`config.mk`:
```
export PLATFORM = sky130hd
export DESIGN_NAME = iee_front
export DESIGN_NICKNAME = d
export VERILOG_FILES = /design/src/design/iee_pkg.sv /design/src/design/iee_front.sv
export SDC_FILE = /design/constraint.sdc
export NUM_CORES = 1
export LEC_CHECK = 0
export ABC_CLOCK_PERIOD_IN_PS = 2900
export BUFFER_PORTS_ARGS = -buffer_cell sky130_fd_sc_hd__clkbuf_2
export CORE_ASPECT_RATIO = 0.9
export CORE_MARGIN = 4
export CORE_UTILIZATION = 55
export DETAILED_ROUTE_END_ITERATION = 12
export PLACE_DENSITY = 0.76
export SLEW_MARGIN = 20
export SYNTH_ARGS = -nofsm -noshare
export SYNTH_HDL_FRONTEND = slang
export SYNTH_SLANG_ARGS = --single-unit
```
`constraint.sdc`:
```
create_clock -name clk -period 2.9 [get_ports clk]
set_input_delay 0.29 -clock clk [delete_from_list [all_inputs] [get_ports clk]]
set_output_delay 0.29 -clock clk [all_outputs]
set_load 0.005 [all_outputs]
```
`src/design/iee_pkg.sv`:
```
`default_nettype none
package iee_pkg;
	localparam int STACK_DEPTH = 32;
	localparam int FRAC_BITS = 16;
	localparam int SP_W = $clog2(STACK_DEPTH);
	localparam int CNT_W = $clog2(STACK_DEPTH + 1);
	localparam int QDEPTH = 4;
	localparam int QP_W = $clog2(QDEPTH);
	localparam int DIV_STEPS = 48 + FRAC_BITS;
	localparam int DC_W = $clog2(DIV_STEPS + 1);

	localparam logic [2:0] ST_OK = 3'd0;
	localparam logic [2:0] ST_INVALID = 3'd1;
	localparam logic [2:0] ST_DIV0 = 3'd2;
	localparam logic [2:0] ST_MISSING = 3'd3;
	localparam logic [2:0] ST_OVERFLOW = 3'd4;

	localparam logic [1:0] OP_ADD = 2'd0;
	localparam logic [1:0] OP_SUB = 2'd1;
	localparam logic [1:0] OP_MUL = 2'd2;
	localparam logic [1:0] OP_DIV = 2'd3;

	typedef enum logic [2:0] {
		K_DIGIT, K_SPACE, K_OP, K_INVALID, K_END
	} kind_t;

	typedef struct packed {
		logic [7:0] char_code;
		logic       last;
	} in_item_t;

	typedef struct packed {
		logic signed [47:0] value;
		logic [2:0]         status;
		logic               saturated;
	} out_item_t;

	typedef struct packed {
		kind_t      kind;
		logic [3:0] digit;
		logic [1:0] op;
		logic       last;
	} token_t;
endpackage
`default_nettype wire

```
`src/design/iee_front.sv`:
```
`default_nettype none
module iee_front import iee_pkg::*; (
	input  wire logic     clk,
	input  wire logic     arst_n,
	input  wire logic     in_valid,
	output logic          in_stall,
	input  wire in_item_t in_data,
	output logic          tok_valid,
	input  wire logic     tok_pop,
	output token_t        tok
);
	token_t q_mem [QDEPTH];
	logic [QP_W:0] wr_q, rd_q;
	token_t t;
	logic push;

	always_comb begin
		t = '0;
		t.last = in_data.last;
		t.digit = in_data.char_code[3:0];
		case (in_data.char_code) inside
			["0":"9"]: t.kind = K_DIGIT;
			" ": t.kind = K_SPACE;
			"+": begin t.kind = K_OP; t.op = OP_ADD; end
			"-": begin t.kind = K_OP; t.op = OP_SUB; end
			"*": begin t.kind = K_OP; t.op = OP_MUL; end
			"/": begin t.kind = K_OP; t.op = OP_DIV; end
			8'h0a, 8'h00: t.kind = K_END;
			default: t.kind = K_INVALID;
		endcase
	end

	assign in_stall = (wr_q - rd_q) == (QP_W + 1)'(QDEPTH);
	assign push = in_valid && !in_stall;
	assign tok_valid = wr_q != rd_q;
	assign tok = q_mem[rd_q[QP_W-1:0]];

	always_ff @(posedge clk) if (push) q_mem[wr_q[QP_W-1:0]] <= t;

	always_ff @(posedge clk or negedge arst_n) begin
		if (!arst_n) begin
			wr_q <= '0;
			rd_q <= '0;
		end else begin
			if (push) wr_q <= wr_q + 1'b1;
			if (tok_pop && tok_valid) rd_q <= rd_q + 1'b1;
		end
	end
endmodule
`default_nettype wire

```
==> metrics.md <==
| Metric | Value |
|---|---|
| Final period util | 66.91% |
| Worst EP arrival | 1.91 ns |
| Mapped Cells | 109 |
| Slew Limit Fails | 0 |
| Fraction of registers with async set/reset | 13.04% |
| M1 wire length | 1445 um |
| Total GRT Usage | 16.05% |
| Seq. cell area | 1351 um2 |
| Crit path capture type | register |
| Status | finished, final reports clean |
| Mapped Area | 1957 um2 |
| Die Span Y | 64.59 um |
| Layout Skew | 0.008826 ns |
| Via/cell ratio | 5.532 |
| EDFF count, synth | 40 |
| Pre-CTS setup slack | 0.9333 ns |
| Drt pass-1 iters | 4 |
| Combinational fraction of design power | 37.7% |
| Setup ws final | 0.9597 ns |
| CTS H-tree depth | 2 |
| Hold WC Path Type | input port to register |
| IO buf count | 24 |
| First-pass GRT wire length | 5395 um |
| Crit path buf inv count | 1 |
| Inserted Clock Buffers | 5 |
| RD Place Congestion | 0.7713 |
| PwrDens | 960.3 nW/um2 |
| #FFs+latches synth | 46 |
| Via count | 1029 |
| Switch share | 31.37% |
| DR iter-0 viols | 45 |
| Initial Utilization | 57.50% |
| Clk sinks | 46 |
| Post-synthesis mux area share | 12.85% |
| Nets@finish | 161 |
| Share of the yosys chip area belonging to registers | 69.05% |
| Clock Latency Late Sink | 0.29 ns |
| Post-synth top area share | 61.38% |
| Hold_sp | in_data[0] |
| Setup TNS | 0 ns |
| DRC | 0 |
| Diode count | 0 |
| Simple-gate share of the synthesized area | 6.202% |
| Family with the most delay on the worst path | simple AND/OR/NAND/NOR gates |
| Critical Path Source Type | register |
| Post-CTS sizing | 0 |
| Met2 wire len | 1677 um |
| Top layer in use | met4 |
| Die area | 4578 um2 |
| Final wirelength | 3326 um |
| Synth Area in Compound Gates | 2.430% |
| Worst EP required | 2.87 ns |
| CTS tree | done |
| Maximum vdd drop | 0.5203 mV |
| Initial antenna violation count | 0 |
| Crit-path max FO | 13 |
| Critical path origin | rd_q[0]$_DFFE_PN0P_ |
| Synth area leader | edfxtp_1 |
| Slowest CP cell | dfrtp_1 |
| Psw | 0.6743 mW |
| Routed wire length per instance | 17.88 um |
| Net count after synthesis | 129 |
| Worst R2R Start | rd_q[0]$_DFFE_PN0P_ |
| Max Cap Violations | 0 |
| Num rows | 20 |
| Maximum clock frequency | 515.4 MHz |
| DRT antenna net count | 0 |
| Critical setup path kind | register to register |
| DP HPWL | 2499 um |
| Synth warnings | 0 |
| Endpoints failing setup | 0 |
| Clk slew on worst S/H paths | 0.09 ns |
| CORE AREA | 3403 um2 |
| Crit path cell chain | buf_4, ha_1, nand2b_1, xnor2_1, o21a_2, and2_2 |
| Final count of hold timing violations | 0 |
| Min cycle time layout | 1.940 ns |
| Syn Area/Cell | 17.95 um2 |
| Ports | 25 |
| Critical Path Max Stage Delay | 0.33 ns |
| Met3 WL | 184 um |
| Leak Pwr | 0.8439 nW |
| Layout cells sized above 1 | 35.92% |
| Total congestion overflow | 0 |
| Largest net degree at the start of global routing | 16 |
| Int Power | 1.475 mW |
| Worst Tran Pin Value | 0.4675 ns |
| XOR/XNOR share of the synthesized area | 3.964% |
| Adder-cell share of the synthesized area | 4.476% |
| RSZ-0062 raised after global routing | no |
| Sequential power share | 44.9% |
| Main synth FF type | edfxtp_1 |
| Worst relative slew slack | 68.84% |
| Synth top area cells | edfxtp_1 61%, mux4_2 12%, dfrtp_1 7.7%, ha_1 4.5%, xnor2_1 2.7% |
| FILL cells | 265 |
| Unique masters post-synth | 25 |
| Multi-input logic area | 585.6 um2 |
| Area grow syn2layout | 14.39% |
| Number of global-route vias before repair | 1091 |
| Largest family of logic cells by synthesized area | multiplexers |
| Clock Power Share | 17.4% |
| CTS Buffer Depth | 2 |
| Die extent in x | 70.88 um |
| Clock root buffer | clkbuf_8 |
-- placed cells by master, fill, tap and decap left out, drive strengths merged --
| master | instances |
|---|---|
| edfxtp | 40 |
| clkbuf | 29 |
| mux4 | 10 |
| ha | 7 |
| xnor2 | 7 |
| nor2 | 6 |
| nand2 | 6 |
| dfrtp | 6 |
| inv | 3 |
| and2 | 3 |
| nand3 | 3 |
| nand2b | 2 |
| o21ai | 2 |
| nor3 | 2 |
| a21oi | 2 |
| buf | 2 |
| mux2 | 2 |
| clkinv | 2 |
| nand4b | 1 |
| o21a | 1 |
| o211a | 1 |
| a211o | 1 |
| nand3b | 1 |
| xor2 | 1 |
| clkinvlp | 1 |
| dlygate4sd3 | 1 |
-- registers in the layout (all words and copies together) (netlist names) --
name   cells
rd_q       3
q_mem     40
wr_q       3
-- layout make-up --
class	count	share of cell area, %
timing repair buffer	27	6.484
tap	44	2.459
multi-input combinational	58	26.16
inverter	3	0.5031
clock buffer	5	3.074
sequential	46	60.37
clock inverter	3	0.9503
-- synthesized netlist by cell type (all sizes together) (3+ instances only) --
cell type   n
edfxtp     40
mux4       10
ha          7
xnor2       7
dfrtp       6
nand2       6
nor2        6
and2        3
inv         3
nand3       3
-- routing by layer --
| layer | GRT usage (%) | up-vias |
|---|---|---|
| met5 | 0 | - |
| met4 | 2.817 | 0 |
| met3 | 4.031 | 2 |
| met2 | 26.04 | 36 |
| met1 | 22.48 | 506 |
| li1 | - | 485 |
-- cells by family (layout without fill, tap and decap cells) --
kind of cell    after synthesis  count (layout)
compound gates                7               7
buf+inv                       5              38
simple gates                 24              24
mux                          12              12
xor+xnor                      8               8
fa+ha+maj                     7               7
flops                        46              46
-- stage by stage --
stage / instances / hold WS, ns / instance area (um2) / power (mW) / util (%)
floorplan: 109 / -0.005591 / 1957 / 1.523 / -
global placement: 177 / 0.1256 / 2138 / 1.771 / 62.83
detailed placement: 177 / 0.1319 / 2138 / 1.805 / 62.83
CTS: 186 / 0.2449 / 2238 / 2.177 / 65.77
global route: 186 / 0.2487 / 2238 / 2.304 / 65.77
finish: 186 / 0.2437 / 2238 / 2.150 / 65.77
-- power by group through the flow --
stage                     logic [mW]  clock network [mW]  registers [mW]
after global placement         0.800                   0           0.970
after floorplan                0.554                   0           0.969
after detailed placement       0.823                   0           0.982
after global routing           0.907               0.418           0.980
final                          0.811               0.374           0.965
after CTS                      0.832               0.378           0.967
-- path summary, 6_finish.rpt --
kind | to | slack (ns) | cells past startpoint
setup / recovery | q_mem[1][5]$_DFFE_PP_ | 0.96 | 6
hold / removal | q_mem[0][0]$_DFFE_PP_ | 0.24 | 1
hold reg to reg | wr_q[2]$_DFFE_PN0P_ | 0.53 | 1
min in group asynchronous | rd_q[1]$_DFFE_PN0P_ | 0.36 | 2
max in group asynchronous | wr_q[1]$_DFFE_PN0P_ | 2.38 | 2
setup reg to reg | q_mem[1][5]$_DFFE_PP_ | 0.96 | 6
-- repair_timing --
item                      in CTS  in global routing
hold buffers                   1                  0
setup buffers                  0                  0
hold endpoints to repair       6                  0
(Power assumes the default switching activity.)
